[config.mk]
export PLATFORM = sky130hd
export DESIGN_NAME = binary_grid_majority_smoothing
export DESIGN_NICKNAME = d
export VERILOG_FILES = /design/src/design/bgms_pkg.sv /design/src/design/bgms_lane.sv /design/src/design/bgms_row_filter.sv /design/src/design/bgms_rsp_fifo.sv /design/src/design/binary_grid_majority_smoothing.sv
export SDC_FILE = /design/constraint.sdc
export NUM_CORES = 1
export LEC_CHECK = 0
export ABC_AREA = 1
export BUFFER_PORTS_ARGS = -buffer_cell sky130_fd_sc_hd__buf_2
export CAP_MARGIN = 20
export CORE_ASPECT_RATIO = 1.1
export CORE_MARGIN = 2
export CORE_UTILIZATION = 50
export DETAILED_ROUTE_END_ITERATION = 8
export PLACE_DENSITY = 0.64
export SETUP_SLACK_MARGIN = 0.2
export SLEW_MARGIN = 15
export SYNTH_ARGS = -nofsm -noshare
export SYNTH_HDL_FRONTEND = slang
export SYNTH_SLANG_ARGS = --single-unit
[constraint.sdc]
create_clock -name clock -period 9.4 [get_ports clock]
set_input_delay 0 -clock clock [delete_from_list [all_inputs] [get_ports clock]]
set_output_delay 0 -clock clock [all_outputs]
set_load 0.02 [all_outputs]
[src/design/bgms_pkg.sv]
// shared types and constants for the binary grid majority smoothing block
package bgms_pkg;

   // row and result field widths
   localparam int ROW_W         = 64;
   localparam int OUT_ROW_W     = 10;
   localparam int RSP_TDATA_W   = 80;
   localparam int GRID_WIDTH_W  = 7;
   localparam int GRID_HEIGHT_W = 11;
   localparam int RULE_MODE_W   = 1;

   // csr port
   localparam int CSR_IDX_W  = 2;
   localparam int CSR_DATA_W = 11;

   localparam logic [CSR_IDX_W-1:0] CSR_GRID_WIDTH  = 2'd0;
   localparam logic [CSR_IDX_W-1:0] CSR_GRID_HEIGHT = 2'd1;
   localparam logic [CSR_IDX_W-1:0] CSR_RULE_MODE   = 2'd2;

   localparam logic [GRID_WIDTH_W-1:0]  GRID_WIDTH_RST  = 7'd64;
   localparam logic [GRID_HEIGHT_W-1:0] GRID_HEIGHT_RST = 11'd64;
   localparam logic [RULE_MODE_W-1:0]   RULE_MODE_RST   = 1'b1;

   // smallest frame: top border, one interior row, bottom border
   localparam logic [GRID_HEIGHT_W-1:0] MIN_HEIGHT = 11'd3;

   // 3x3 neighborhood
   localparam int NBHD_W     = 9;
   localparam int NBHD_CNT_W = 4;
   localparam logic [NBHD_CNT_W-1:0] WALL_MAJORITY    = 4'd4;
   localparam logic [NBHD_CNT_W-1:0] WALL_EMPTY_BELOW = 4'd1;

   typedef struct packed {
      logic                 frame_end;
      logic [OUT_ROW_W-1:0] out_row;
      logic [ROW_W-1:0]     out_cells;
   } rsp_item_type;

   // up to two results pushed per request
   typedef struct packed {
      logic         first_valid;
      logic         second_valid;
      rsp_item_type first;
      rsp_item_type second;
   } fifo_wr_type;

endpackage

[src/design/bgms_lane.sv]
// one cell of the smoothing rule: 3x3 wall count and threshold
module bgms_lane
   import bgms_pkg::*;
(
   input  logic [NBHD_W-1:0] nbhd,
   input  logic              rule_mode,
   output logic              wall
);

   logic [NBHD_CNT_W-1:0] count;

   always_comb begin
      count = '0;
      for (int i = 0; i < NBHD_W; i++) begin
         count = count + NBHD_CNT_W'(nbhd[i]);
      end
      wall = (count > WALL_MAJORITY) || (rule_mode && (count < WALL_EMPTY_BELOW));
   end

endmodule

[src/design/bgms_row_filter.sv]
// row of smoothing lanes and the merge with pass-through border cells
module bgms_row_filter
   import bgms_pkg::*;
#(
   parameter int MAX_WIDTH = 64
) (
   input  logic [ROW_W-1:0]        above,
   input  logic [ROW_W-1:0]        mid,
   input  logic [ROW_W-1:0]        below,
   input  logic [GRID_WIDTH_W-1:0] width_eff,
   input  logic                    rule_mode,
   output logic [ROW_W-1:0]        row_out
);

   localparam int LAST_LANE = MAX_WIDTH - 2;

   logic [ROW_W-1:0] lane_wall;
   logic [ROW_W-1:0] interior;

   // lanes exist only where a column can be interior
   for (genvar c = 1; c <= LAST_LANE; c++) begin : g_lane
      bgms_lane u_lane (
         .nbhd      ({above[c+1:c-1], mid[c+1:c-1], below[c+1:c-1]}),
         .rule_mode (rule_mode),
         .wall      (lane_wall[c])
      );
      assign interior[c] = GRID_WIDTH_W'(c + 1) < width_eff;
   end

   assign lane_wall[0] = 1'b0;
   assign interior[0]  = 1'b0;
   for (genvar c = LAST_LANE + 1; c < ROW_W; c++) begin : g_edge
      assign lane_wall[c] = 1'b0;
      assign interior[c]  = 1'b0;
   end

   // merge: interior cells from the lanes, everything else unchanged
   assign row_out = (lane_wall & interior) | (mid & ~interior);

endmodule

[src/design/bgms_rsp_fifo.sv]
// small result queue, takes up to two results a cycle and gives one
module bgms_rsp_fifo
   import bgms_pkg::*;
#(
   parameter int DEPTH = 4
) (
   input  logic         clock,
   input  logic         reset,
   input  fifo_wr_type  wr,
   output logic         room,
   input  logic         pop,
   output logic         rd_valid,
   output rsp_item_type rd_item
);

   localparam int PTR_W = $clog2(DEPTH);
   localparam int CNT_W = $clog2(DEPTH + 1);

   rsp_item_type     mem_ff [DEPTH];
   logic [PTR_W-1:0] wr_ptr_ff, wr_ptr_in;
   logic [PTR_W-1:0] rd_ptr_ff, rd_ptr_in;
   logic [CNT_W-1:0] count_ff, count_in;
   logic [PTR_W-1:0] wr_ptr_next;
   logic             do_pop;

   assign rd_valid    = count_ff != '0;
   assign rd_item     = mem_ff[rd_ptr_ff];
   assign room        = count_ff <= CNT_W'(DEPTH - 2);
   assign do_pop      = pop && rd_valid;
   assign wr_ptr_next = wr_ptr_ff + 1'b1;

   always_comb begin
      wr_ptr_in = wr_ptr_ff + PTR_W'(wr.first_valid) + PTR_W'(wr.second_valid);
      rd_ptr_in = rd_ptr_ff + PTR_W'(do_pop);
      count_in  = count_ff + CNT_W'(wr.first_valid) + CNT_W'(wr.second_valid)
                  - CNT_W'(do_pop);
   end

   always_ff @(posedge clock) begin
      if (reset) begin
         wr_ptr_ff <= '0;
         rd_ptr_ff <= '0;
         count_ff  <= '0;
      end else begin
         wr_ptr_ff <= wr_ptr_in;
         rd_ptr_ff <= rd_ptr_in;
         count_ff  <= count_in;
      end
   end

   always_ff @(posedge clock) begin
      if (wr.first_valid) begin
         mem_ff[wr_ptr_ff] <= wr.first;
      end
      if (wr.second_valid) begin
         mem_ff[wr_ptr_next] <= wr.second;
      end
   end

   a_no_overflow: assert property (@(posedge clock) disable iff (reset)
      (wr.first_valid || wr.second_valid) |-> room)
      else $error("result queue written without room");

   a_second_after_first: assert property (@(posedge clock) disable iff (reset)
      wr.second_valid |-> wr.first_valid)
      else $error("second result pushed alone");

   a_drain_empties: assert property (@(posedge clock) disable iff (reset)
      (count_ff == CNT_W'(1) && do_pop && !wr.first_valid) |=> !rd_valid)
      else $error("queue not empty after last pop");

endmodule

[src/design/binary_grid_majority_smoothing.sv]
// top level: row window, lane filter and result queue for cave smoothing
//
//  channel  dir  accepted when            payload
//  req_     in   req_tvalid & req_tready  tdata[63:0] row_cells
//  rsp_     out  rsp_tvalid & rsp_tready  tdata[63:0] out_cells, [73:64] out_row,
//                                         tlast frame_end
//  csr_     in   csr_we                   csr_index selects register, csr_wdata
//
// one request per cycle while req_tready is high; a request goes through the combinational
// lane filter into the registered result queue, so its first result can leave the cycle after
// reset clears the row counter and the queue; no clearing pass is needed
// the final row of a frame pushes two results at once into the 4-entry queue
// req_tready is high while the queue has room for two, so a stalled rsp_
// side holds back requests only once three or more results are waiting
module binary_grid_majority_smoothing
   import bgms_pkg::*;
#(
   parameter int MAX_WIDTH  = 64,
   parameter int MAX_HEIGHT = 1024
) (
   input  logic                   clock,
   input  logic                   reset,
   // request: row_cells
   input  logic                   req_tvalid,
   output logic                   req_tready,
   input  logic [ROW_W-1:0]       req_tdata,
   // result: out_cells, out_row, zero pad
   output logic                   rsp_tvalid,
   input  logic                   rsp_tready,
   output logic [RSP_TDATA_W-1:0] rsp_tdata,
   output logic                   rsp_tlast,
   // csr write port
   input  logic                   csr_we,
   input  logic [CSR_IDX_W-1:0]   csr_index,
   input  logic [CSR_DATA_W-1:0]  csr_wdata
);

   localparam int CNT_W  = $clog2(MAX_HEIGHT);
   localparam int ROWX_W = (CNT_W > OUT_ROW_W) ? CNT_W : OUT_ROW_W;
   localparam int HCMP_W = (CNT_W + 1 > GRID_HEIGHT_W) ? CNT_W + 1 : GRID_HEIGHT_W;

   // configuration registers
   logic [GRID_WIDTH_W-1:0]  grid_width_ff;
   logic [GRID_HEIGHT_W-1:0] grid_height_ff;
   logic                     rule_mode_ff;

   // row window
   logic [ROW_W-1:0] older_row_ff, older_row_in;
   logic [ROW_W-1:0] newer_row_ff, newer_row_in;
   logic [CNT_W-1:0] row_count_ff, row_count_in;

   logic                    req_fire;
   logic [GRID_WIDTH_W-1:0] width_eff;
   logic [HCMP_W-1:0]       height_eff;
   logic [CNT_W-1:0]        last_row;
   logic                    is_last;
   logic [ROW_W-1:0]        smoothed;
   logic [ROWX_W-1:0]       prev_row_x;
   logic [ROWX_W-1:0]       this_row_x;
   fifo_wr_type             wr;
   rsp_item_type            rd_item;

   // csr decode
   always_ff @(posedge clock) begin
      if (reset) begin
         grid_width_ff  <= GRID_WIDTH_RST;
         grid_height_ff <= GRID_HEIGHT_RST;
         rule_mode_ff   <= RULE_MODE_RST;
      end else if (csr_we) begin
         unique case (csr_index)
            CSR_GRID_WIDTH:  grid_width_ff  <= csr_wdata[GRID_WIDTH_W-1:0];
            CSR_GRID_HEIGHT: grid_height_ff <= csr_wdata[GRID_HEIGHT_W-1:0];
            CSR_RULE_MODE:   rule_mode_ff   <= csr_wdata[0];
            default: ;
         endcase
      end
   end

   // saturate width to the lanes built and clamp height between MIN_HEIGHT and the counter range
   always_comb begin
      width_eff = (grid_width_ff > GRID_WIDTH_W'(MAX_WIDTH)) ?
                  GRID_WIDTH_W'(MAX_WIDTH) : grid_width_ff;
      if (grid_height_ff < MIN_HEIGHT) begin
         height_eff = HCMP_W'(MIN_HEIGHT);
      end else if (HCMP_W'(grid_height_ff) > HCMP_W'(MAX_HEIGHT)) begin
         height_eff = HCMP_W'(MAX_HEIGHT);
      end else begin
         height_eff = HCMP_W'(grid_height_ff);
      end
      last_row = CNT_W'(height_eff - 1'b1);
      // a counter already past a shortened frame ends it on the next row
      is_last  = row_count_ff >= last_row;
   end

   bgms_row_filter #(
      .MAX_WIDTH (MAX_WIDTH)
   ) u_filter (
      .above     (older_row_ff),
      .mid       (newer_row_ff),
      .below     (req_tdata),
      .width_eff (width_eff),
      .rule_mode (rule_mode_ff),
      .row_out   (smoothed)
   );

   assign req_fire   = req_tvalid && req_tready;
   assign prev_row_x = ROWX_W'(row_count_ff - 1'b1);
   assign this_row_x = ROWX_W'(row_count_ff);

   // results and window update for one request
   always_comb begin
      wr           = '0;
      older_row_in = older_row_ff;
      newer_row_in = newer_row_ff;
      row_count_in = row_count_ff;
      if (req_fire) begin
         if (row_count_ff == '0) begin
            // top row is only stored
            older_row_in = '0;
            newer_row_in = req_tdata;
            row_count_in = CNT_W'(1);
         end else begin
            wr.first_valid = 1'b1;
            if (row_count_ff == CNT_W'(1)) begin
               // top border row leaves unchanged
               wr.first.out_cells = newer_row_ff;
               wr.first.out_row   = '0;
            end else begin
               wr.first.out_cells = smoothed;
               wr.first.out_row   = prev_row_x[OUT_ROW_W-1:0];
            end
            wr.first.frame_end = 1'b0;
            if (is_last) begin
               // bottom border row follows at once and closes the frame
               wr.second_valid     = 1'b1;
               wr.second.out_cells = req_tdata;
               wr.second.out_row   = this_row_x[OUT_ROW_W-1:0];
               wr.second.frame_end = 1'b1;
               older_row_in        = '0;
               newer_row_in        = '0;
               row_count_in        = '0;
            end else begin
               older_row_in = newer_row_ff;
               newer_row_in = req_tdata;
               row_count_in = row_count_ff + 1'b1;
            end
         end
      end
   end

   always_ff @(posedge clock) begin
      if (reset) begin
         row_count_ff <= '0;
      end else begin
         row_count_ff <= row_count_in;
      end
   end

   always_ff @(posedge clock) begin
      older_row_ff <= older_row_in;
      newer_row_ff <= newer_row_in;
   end

   bgms_rsp_fifo #(
      .DEPTH (4)
   ) u_rsp_fifo (
      .clock    (clock),
      .reset    (reset),
      .wr       (wr),
      .room     (req_tready),
      .pop      (rsp_tready),
      .rd_valid (rsp_tvalid),
      .rd_item  (rd_item)
   );

   assign rsp_tdata = {{(RSP_TDATA_W - ROW_W - OUT_ROW_W){1'b0}},
                       rd_item.out_row, rd_item.out_cells};
   assign rsp_tlast = rd_item.frame_end;

   a_top_row_silent: assert property (@(posedge clock) disable iff (reset)
      (req_fire && row_count_ff == '0) |-> !wr.first_valid)
      else $error("result produced for the top row");

   a_frame_wraps: assert property (@(posedge clock) disable iff (reset)
      (req_fire && row_count_ff != '0 && is_last) |=> row_count_ff == '0)
      else $error("row counter did not wrap after the final row");

   a_rsp_held: assert property (@(posedge clock) disable iff (reset)
      (rsp_tvalid && !rsp_tready) |=>
         (rsp_tvalid && $stable(rsp_tdata) && $stable(rsp_tlast)))
      else $error("waiting result changed before it was taken");

endmodule
After elaboration in Yosys (flattened, before gate mapping) --
Memories as Yosys holds them, arrays and structs flattened. A register that Yosys moved wholly into a read port is not among the register bits. Index checks and enable logic that the tools add are counted.
Cells by class: add/subtract/negate cells 506, order comparisons 191, eq/ne operators 3, muxes and demuxes 17, bitwise gates (word level) 4, reductions and logical operators 133
Operators with widths (number):
- 4-bit by 1-bit adder with 4-bit output | 310
- 152-bit two-way mux | 2
- 3-bit by 1-bit adder with 4-bit output | 62
- 4-bit by 3-bit > comparator with 1-bit output (second input constant) | 62
- 4-bit by 1-bit < comparator with 1-bit output (second input constant) | 62
- 6-bit by 7-bit < comparator with 1-bit output (first input constant) | 32
- 2-bit by 1-bit adder with 3-bit output | 62
- 64-bit two-way mux | 2
- 1-bit by 1-bit adder with 2-bit output | 62
- 5-bit by 7-bit < comparator with 1-bit output (first input constant) | 16
- 75-bit two-way mux | 1
- 74-bit two-way mux | 1
- 64-bit bitwise AND | 1
- 1-bit logical AND | 64
- 63-bit NOT with 64-bit output | 1
- 64-bit bitwise OR | 1
- 63-bit bitwise AND | 1
- 1-bit logical OR | 62
- 4-bit by 7-bit < comparator with 1-bit output (first input constant) | 8
- 10-bit two-way mux | 4
- 3-bit by 7-bit < comparator with 1-bit output (first input constant) | 4
- 10-bit by 1-bit subtractor with 10-bit output (second input constant) | 2
- 2-bit by 7-bit < comparator with 1-bit output (first input constant) | 2
- 11-bit > comparator (second input constant) | 1
- 20 further kinds | 29
Word-level totals: bits in registers 164, bits in writable memories 300, output and inout port bits 83, word-level logic and storage cells 864, memories kept 1
Memory list:
- u_rsp_fifo.mem_ff | words 4, width 75, rd ports 1, clocked after memory_dff 1, write ports 2, line bgms_rsp_fifo.sv:19 | rsp_item_type mem_ff [DEPTH];

Longest topological paths before layout --
Gate-level depths: netlist (run 1).
word-level depth 19, depth in mapped cells 29, depth with buffers taken out 25

Cells and area by module --
A second synthesis (run 1) with hierarchy kept.
Unflattened totals: cell total of the unflattened synthesis 5837, area, all modules 42751.0 um2
By module, submodules not included:
- bgms_rsp_fifo | instances 1, cells an instance 2241, area an instance 17424.2 um2, sequential area each 9148.8 um2
- bgms_lane | instances 62, cells an instance 36, area an instance 239.0 um2, sequential area each 0.0 um2
- binary_grid_majority_smoothing | instances 1, cells an instance 1032, area an instance 9058.7 um2, sequential area each 4424.2 um2
- bgms_row_filter | instances 1, cells an instance 332, area an instance 1451.4 um2, sequential area each 0.0 um2

Least setup slack after synthesis (run 1) --
No wires, ideal clock.
path type reg-to-reg, start point register u_rsp_fifo.count_ff[1], end point memory u_rsp_fifo.mem_ff[1][0] (netlist bit) (enable), arrival 6581 ps, data required time 8788 ps, setup slack 2207 ps, cell stages (with the launch flop) 11, buffers on the path 2, clock period less this slack 7193 ps, path through dfxtp_1 > inv_1 > ha_1 > inv_1 > nand2_2 > nand2_4 > clkinv_2 > nand2_2 > buf_6 > buf_2 > o21ai_0
RTL lines:
- from (decl) | line bgms_rsp_fifo.sv:22 | logic [CNT_W-1:0] count_ff, count_in;
- from (signal assigned) | line bgms_rsp_fifo.sv:47 | count_ff <= count_in;
- to (decl) | line bgms_rsp_fifo.sv:19

==> results of run 1 <==
## where the power goes
part | internal, µW | switching [µW] | total [µW]
clock network | 1190 | 886 | 2080
registers | 2610 | 132 | 2740
logic | 2600 | 4560 | 7160
## cell type report
class / count / area (µm²)
timing repair buffer: 267 / 1810
inverter: 626 / 2360
multi-input combinational: 2786 / 18900
fill: 6395 / 31100
sequential: 464 / 13600
clock buffer: 65 / 1370
tap: 936 / 1170
clock inverter: 30 / 304
## layout by cell type (no fill, tap or decap), types with 4 or more instances in the layout
master         instances
ha_1                 142
a21oi_2                4
clkinv_2              12
xor2_1                60
nand3_1              188
nand2_4                5
o21ai_4                4
dfxtp_1               33
xnor2_1               21
clkbuf_16             53
buf_2                158
a21oi_1               81
nor2_1               523
nand2_1              777
nor2_2                 5
nand2_2                7
clkbuf_1              12
fa_1                 313
inv_2                  9
o21ai_1               27
nor3_1                37
bufinv_16              6
nor2_4                10
dlygate4sd3_1         81
o22ai_1               76
nand4_1              129
inv_1                612
buf_4                 28
nand3b_1               4
conb_1                 6
nand3_2                4
clkinv_1               9
o211ai_1               5
edfxtp_1             428
o21ai_0              344
## path summary, 6_finish.rpt
path                                                  to  slack, ns
worst max register to register  u_rsp_fifo.mem_ff[1][24]       3.61
worst min-delay path                   grid_height_ff[4]       0.02
worst max-delay path            u_rsp_fifo.mem_ff[1][24]       3.61
worst min register to register         grid_height_ff[3]       0.49
## synth_stat cells (5+ instances only)
cell type,count,area share [%]
buf_6,29,0.91
o211ai_1,5,0.10
nor3_1,37,0.52
buf_2,64,0.90
dfxtp_1,36,2.0
o22ai_1,76,1.3
inv_1,614,6.4
nand2_2,9,0.16
nand2_1,777,8.2
nand3_1,189,2.6
ha_1,142,5.0
clkbuf_1,63,0.66
inv_2,10,0.10
xor2_1,60,1.5
o21ai_1,28,0.39
o21ai_0,348,4.9
edfxtp_1,428,36
xnor2_1,21,0.51
buf_4,18,0.38
a21oi_1,81,1.1
nor2_1,523,5.5
nor2_2,5,0.087
nand4_1,129,2.3
fa_1,313,18
nor2_4,10,0.31
## kinds of logic (layout without fill, tap and decap cells)
family / after synthesis / after routing / synth area share (%)
fa+ha+maj: 455 / 455 / 22.5
flops: 464 / 464 / 37.9
other cells: 1 / 6 / 0.0105
simple gates: 1699 / 1699 / 20.1
xor+xnor: 81 / 81 / 1.98
compound gates: 545 / 545 / 7.99
buf+inv: 804 / 988 / 9.46
## registers in the layout (all words and copies together), names as in the netlist
| register | cells |
|---|---|
| u_rsp_fifo.count_ff | 3 |
| u_rsp_fifo.rd_ptr_ff | 2 |
| u_rsp_fifo.mem_ff | 300 |
| older_row_ff | 64 |
| rule_mode_ff | 1 |
| grid_height_ff | 11 |
| u_rsp_fifo.wr_ptr_ff | 2 |
| newer_row_ff | 64 |
| row_count_ff | 10 |
| grid_width_ff | 7 |
## per-layer routing
layer	vias up	global-route usage (%)
li1	13441	-
met1	13768	38.3
met2	1295	49.0
met3	228	3.58
met4	4	11.1
met5	-	0
## worst max-delay path: stages (launching register included)
cell      delay, ns
dfxtp_1        0.40
nor2_1         0.06
nand3_1        0.08
nor2_1         0.05
nand2_1        0.09
nand2_1        0.22
a21oi_1        0.26
ha_1           0.17
inv_1          0.05
nor3_1         0.42
nand2_1        0.13
xor2_1         0.14
inv_1          0.05
ha_1           0.26
nand2_1        0.06
nor2_1         0.05
nand3_1        0.09
nand3_2        0.08
buf_4          0.25
nand2_4        0.35
buf_4          0.75
clkinv_2       0.59
buf_4          0.57
nand2_1        0.19
o21ai_1        0.08
## stage by stage
step                power, µW  setup slack, ns  hold WS [ns]
finish                  12000             3.61        0.0244
global route            13200             3.14        0.0905
CTS                     12000             3.71        0.0165
detailed placement       9880             3.72         0.295
global placement         9690             3.83         0.297
floorplan                8170             2.21        0.0997
## what timing repair did
action                    4_1_cts  5_1_grt
hold buffers                   81        0
hold endpoints to repair      244        0
setup buffers                   0        0
==> metrics.md, run 1 <==
| Metric | Value |
|---|---|
| Status | `completed` |
| Gpl congestion | `0.859` |
| Core ar. | `70600 µm²` |
| Final period util | `61.5%` |
| Worst Tran Pin Value | `1.14 ns` |
| Routed met1 length | `41500 µm` |
| WP data required | `9.73 ns` |
| Clk_lat worst skew | `0.62 ns` |
| Die Height | `285 µm` |
| Total iterations of the first detailed-routing run | `6` |
| Hold Crit Class | `in2reg` |
| EDFF count, synth | `428` |
| Slew headroom | `23.9%` |
| Final Max Slew Viols | `0` |
| Worst IR Drop VDD | `0.206 mV` |
| Critical path data arrival time | `6.12 ns` |
| Die ar. | `73700 µm²` |
| Clock sinks | `464` |
| Cells after Synth | `4049` |
| Layout Area Growth over Synthesis | `10.4%` |
| Initial antenna violation count | `2` |
| Via Count | `28736` |
| Fin. Hold Viols | `0` |
| Design area | `39500 µm²` |
| RSZ-0062 raised after global routing | `false` |
| Clk buf depth | `3` |
| Crit path max fanout | `57` |
| Placed Cells | `4998` |
| Clk slew on worst S/H paths | `0.06 ns` |
| Max-Cap Viols | `0` |
| Total CTS buffers | `52` |
| Fin crit period | `5.79 ns` |
| HPWL after DPL | `69800 µm` |
| I/O pin total | `165` |
| Worst hold start | `csr_we` |
| Leakage Power | `0.0178 µW` |
| R2R cell count | `24` |
| DRT iter0 DRCs | `2449` |
| Crit Path Class | `reg2reg` |
| # diodes | `0` |
| Final ANT Viol Nets | `0` |
| Setup crit end kind | `flop` |
| Post_cts resized | `0` |
| Sequential element share of the synthesized area | `37.9%` |
| Worst Setup SP | `grid_height_ff[6]` |
| WL/cell | `20.3 µm` |
| Grt ovf | `0` |
| Final worst clock skew | `0.0258 ns` |
| DRC Markers | `0` |
| Final setup TNS | `0 ns` |
| Placed standard-cell area | `37000 µm²` |
| Vias per inst | `5.55` |
| Total power per unit cell area | `303 nW/µm²` |
| Layout Nets | `4734` |
| Share of layout cells above drive strength 1 | `7.62%` |
| Clk root buf | `clkbuf_16` |
| Chip width | `259 µm` |
| WL met2 | `50600 µm` |
| Final setup vio count | `0` |
| WL final | `105000 µm` |
| Num rows | `102` |
| Synthesized cell area | `35800 µm²` |
| Post-synth ARST share | `0%` |
| Yosys reg bits | `464` |
| Final cell count without fillers | `5174` |
| Reg2reg start | `grid_height_ff[6]` |
| Hold Path Stages | `3` |
| Ys flop type | `edfxtp_1` |
| First-pass GRT wire length | `164000 µm` |
| Layout Utilization | `56.0%` |
| Port Buffers | `158` |
| Fmax | `173 MHz` |
| Starting Density | `50.7%` |
| CTS tree | `yes` |
| Pin count of the biggest net entering global routing | `95` |
| H-tree depth | `2` |
| Synth cell types | `42` |
| All-Layer GR Usage | `29.1%` |
| Metal3 WL | `8920 µm` |
| CP startpoint kind | `flop` |
| Vias in the first global route | `28676` |
| Synth Warn # | `0` |
| Avg Cell Area, Syn | `8.84 µm²` |
| DR top layer | `met5` |
Note: power is estimated with default switching activity, not from simulation.
==> inputs of run 2 (changes only) <==
- ABC_AREA: 1 -> 0
- clock period: 9.4 -> 5.33 ns (I/O delays scaled with it)
==> metrics.md, run 2 <==
| Metric | Value |
|---|---|
| Vias per inst | `5.83 (+5.0%)` |
| Chip width | `257 µm (-0.69%)` |
| Final worst clock skew | `0.0112 ns (-0.0146 ns)` |
| EDFF count, synth | `428 (unchanged)` |
| Compound-cell area share of the yosys netlist | `8.65% (+0.66 points)` |
| Clock Power Share | `16.1% (-1.3 points)` |
| Total CTS buffers | `52 (unchanged)` |
| Starting Density | `50.4% (-0.35 points)` |
| Sequential element share of the synthesized area | `38.5% (+0.54 points)` |
| Reg2reg start | `grid_height_ff[4]` |
| Synth top area share | `36.4% (+0.51 points)` |
| Cells after Synth | `2928 (-28%)` |
| Cell Int Power | `13100 µW (+100%)` |
| Placed Cells | `3939 (-21%)` |
| Vias in the first global route | `25885 (-9.7%)` |
| Cell-by-cell trace of the critical path | `or4_4 -> or4_4 -> nor2_4 -> o21ai_2 -> ha_2 -> or3b_2 -> a32oi_1 -> ha_1 -> nand4_1 -> o221a_2 -> o21ai_4 -> nand2_1 -> ha_1 -> inv_1 -> fa_1 -> fa_1 -> xor2_1 -> nor2_1` |
| Initial antenna violation count | `0 (-2)` |
| Worst IR Drop VDD | `0.418 mV (+100%)` |
| Crit path max fanout | `7 (-88%)` |
| Worst hold start | `csr_wdata[5]` |
| H-tree depth | `2 (unchanged)` |
| Max-Cap Viols | `0 (unchanged)` |
| CP startpoint kind | `flop` |
| Synth Warn # | `0 (unchanged)` |
| Core ar. | `70100 µm² (-0.72%)` |
| Final Max Slew Viols | `0 (unchanged)` |
| Post-synthesis xor/xnor area fraction | `1.89% (-0.096 points)` |
| Max reg flops | `300 (unchanged)` |
| Final cell count without fillers | `4127 (-20%)` |
| Final period util | `89.9% (+28 points)` |
| Top flop regs | `u_rsp_fifo.mem_ff (300), newer_row_ff (64), older_row_ff (64)` |
| Total power per unit cell area | `575 nW/µm² (+89%)` |
| Port Buffers | `158 (unchanged)` |
| Slew headroom | `25.4% (+1.5 points)` |
| Status | `completed` |
| # diodes | `0 (unchanged)` |
| Gpl congestion | `0.858 (-0.14%)` |
| WL final | `93500 µm (-11%)` |
| Setup crit end kind | `flop` |
| Pin count of the biggest net entering global routing | `149 (+57%)` |
| Die Height | `283 µm (-0.70%)` |
| Post-synthesis cell type with the largest combined area | `edfxtp_1` |
| Setup ws final | `0.540 ns (-3.07 ns)` |
| RSZ-0062 raised after global routing | `false` |
| Most common cell after layout, fill and taps aside | `inv_1` |
| WL/cell | `22.6 µm (+11%)` |
| Hold Crit Class | `in2reg` |
| Largest delay contributor family on the critical path | `simple AND/OR/NAND/NOR gates` |
| Total iterations of the first detailed-routing run | `5 (-1)` |
| Filler cells | `5736 (-10%)` |
| First-pass GRT wire length | `146000 µm (-11%)` |
| R2R cell count | `18 (-25%)` |
| R2R Setup Slk | `0.54 ns (-3.07 ns)` |
| Buf/Inv on CP | `1 (-5)` |
| Final ANT Viol Nets | `0 (unchanged)` |
| Net Switching | `9840 µW (+76%)` |
| Most frequent cells in the layout | `inv_1 (479), edfxtp_1 (428), fa_1 (313), mux2_2 (268), nor2_1 (160)` |
| I/O pin total | `165 (unchanged)` |
| Layout Nets | `3684 (-22%)` |
| Top cells by area, synth | `edfxtp_1 (36%), fa_1 (18%), mux2_2 (8.6%), inv_1 (5.1%), ha_1 (5.0%)` |
| Post-synth ARST share | `0% (unchanged)` |
| DRC Markers | `0 (unchanged)` |
| Worst path max stage delay | `0.56 ns (-0.19 ns)` |
| Layout Area Growth over Synthesis | `13.2%` |
| Worst Tran Pin Value | `1.12 ns (-0.0237 ns)` |
| Synthesized cell area | `35300 µm² (-1.4%)` |
| Leakage Power | `0.0169 µW (-4.8%)` |
| Clk_lat worst skew | `0.61 ns (about the same)` |
| Largest reg by FF count | `u_rsp_fifo.mem_ff` |
| Grt ovf | `0 (unchanged)` |
| DRT iter0 DRCs | `1790 (-27%)` |
| CTS tree | `yes` |
| Slowest stage cell, crit path | `or4_4` |
| Setup Slack @ Placement | `0.548 ns (-3.18 ns)` |
| Switch share | `42.9% (-3.6 points)` |
| Fin. Hold Viols | `0 (unchanged)` |
| Fmax | `209 MHz (+21%)` |
| Via Count | `24076 (-16%)` |
| Post-Synth Adder-Cell Area | `22.8% (+0.32 points)` |
| Crit Path Class | `reg2reg` |
| Worst R2R End | `u_rsp_fifo.count_ff[2]` |
| Die ar. | `72700 µm² (-1.4%)` |
| Critical path data arrival time | `5.25 ns (-0.87 ns)` |
| Clk slew on worst S/H paths | `0.06 ns (about the same)` |
| Avg Cell Area, Syn | `12.0 µm² (+36%)` |
| Fin crit period | `4.79 ns (-0.996 ns)` |
| Largest family of logic cells by synthesized area | `adder cells` |
| Post-Synth Simple-Gate Area | `7.24% (-13 points)` |
| Mux share of post-synthesis cell area | `14.2% (+14 points)` |
| Worst Hold End | `grid_height_ff[5]` |
| All-Layer GR Usage | `26.0% (-3.1 points)` |
| Most instantiated library cell after synthesis | `inv_1` |
| Clock sinks | `464 (unchanged)` |
| Post_cts resized | `0 (unchanged)` |
| Reg power frac | `21.7% (-1.2 points)` |
| Yosys reg bits | `464 (unchanged)` |
| Hold Path Stages | `4 (+1)` |
| Final setup vio count | `0 (unchanged)` |
| Clk root buf | `clkbuf_16` |
| WP data required | `5.79 ns (-3.94 ns)` |
| Share of layout cells above drive strength 1 | `21.1% (+14 points)` |
| Comb power frac | `62.2% (+2.5 points)` |
| Ys flop type | `edfxtp_1` |
| Clk buf depth | `3 (unchanged)` |
| HPWL after DPL | `64300 µm (-7.9%)` |
| Synth cell types | `77 (+83%)` |
| Num rows | `102 (unchanged)` |
| Synth top cells by count | `inv_1 (479), edfxtp_1 (428), fa_1 (313)` |
## run 2: power by group through the flow
| stage | Combinational (µW) | Sequential [µW] | Clock [µW] |
|---|---|---|---|
| after floorplan | 10900 | 4900 | 0 |
| final | 14300 | 4970 | 3700 |
| after global placement | 13100 | 5040 | 0 |
| after global routing | 16200 | 5020 | 3870 |
| after detailed placement | 14100 | 5050 | 0 |
| after CTS | 14300 | 4970 | 3750 |
## run 2: area by class of cell
cell class | count | area [µm²] | area share, %
Timing Repair Buffer | 288 | 2200 | 5.50
Sequential cell | 464 | 13600 | 34.0
Multi-Input combinational cell | 1861 | 19500 | 48.8
Clock buffer | 64 | 1370 | 3.42
Inverter | 480 | 1800 | 4.51
Tap cell | 936 | 1170 | 2.93
Clock inverter | 34 | 340 | 0.852
## run 2: worst max-delay path by stage
stage / start / end / cells after the start
3_5_place_dp: grid_height_ff[4] / u_rsp_fifo.count_ff[2] / 18
6_report: grid_height_ff[4] / u_rsp_fifo.count_ff[2] / 18
2_1_floorplan: grid_height_ff[4] / u_rsp_fifo.mem_ff[1][0] / 13
4_1_cts: grid_height_ff[4] / u_rsp_fifo.count_ff[2] / 18
3_3_place_gp: grid_height_ff[4] / u_rsp_fifo.count_ff[2] / 18
5_1_grt: grid_height_ff[4] / u_rsp_fifo.count_ff[2] / 18
## run 2: tightest hold or removal path, cell delays in order
cell,delay (ns)
dlygate4sd3_1,0.51
buf_2,0.13
mux2i_1,0.07
nor2_1,0.07
## run 2: through the flow
| step | hold slack [ns] | util, % | setup TNS [ns] | power, µW | instance area, µm² |
|---|---|---|---|---|---|
| final | 0.226 | 57.0 | 0 | 22900 | 39900 |
| after global routing | 0.243 | 57.0 | 0 | 25100 | 39900 |
| after CTS | 0.199 | 57.0 | 0 | 23000 | 39900 |
| after detailed placement | 0.237 | 53.3 | 0 | 19200 | 37300 |
| after global placement | 0.233 | 53.3 | 0 | 18200 | 37300 |
| after floorplan | 0.118 | - | -10.09 | 15800 | 35400 |
## run 2: kinds of logic after synthesis
logic type | count (synthesis)
flops | 464
other cells | 1
simple gates | 481
xor+xnor | 76
mux | 373
fa+ha+maj | 455
compound gates | 470
buf+inv | 608
## run 2: layer usage
metal  up-vias  GRT usage, %  routed length (µm)
li1      10712             -                   -
met1     12410          33.7               38300
met2       764          45.1               46800
met3       190          3.51                5310
met4         0          9.09                3070
met5         -             0                   0
## run 2: repair_timing
action                    4_1_cts  5_1_grt
hold buffers                   88        0
hold endpoints to repair      348        0
setup buffers                   0        0
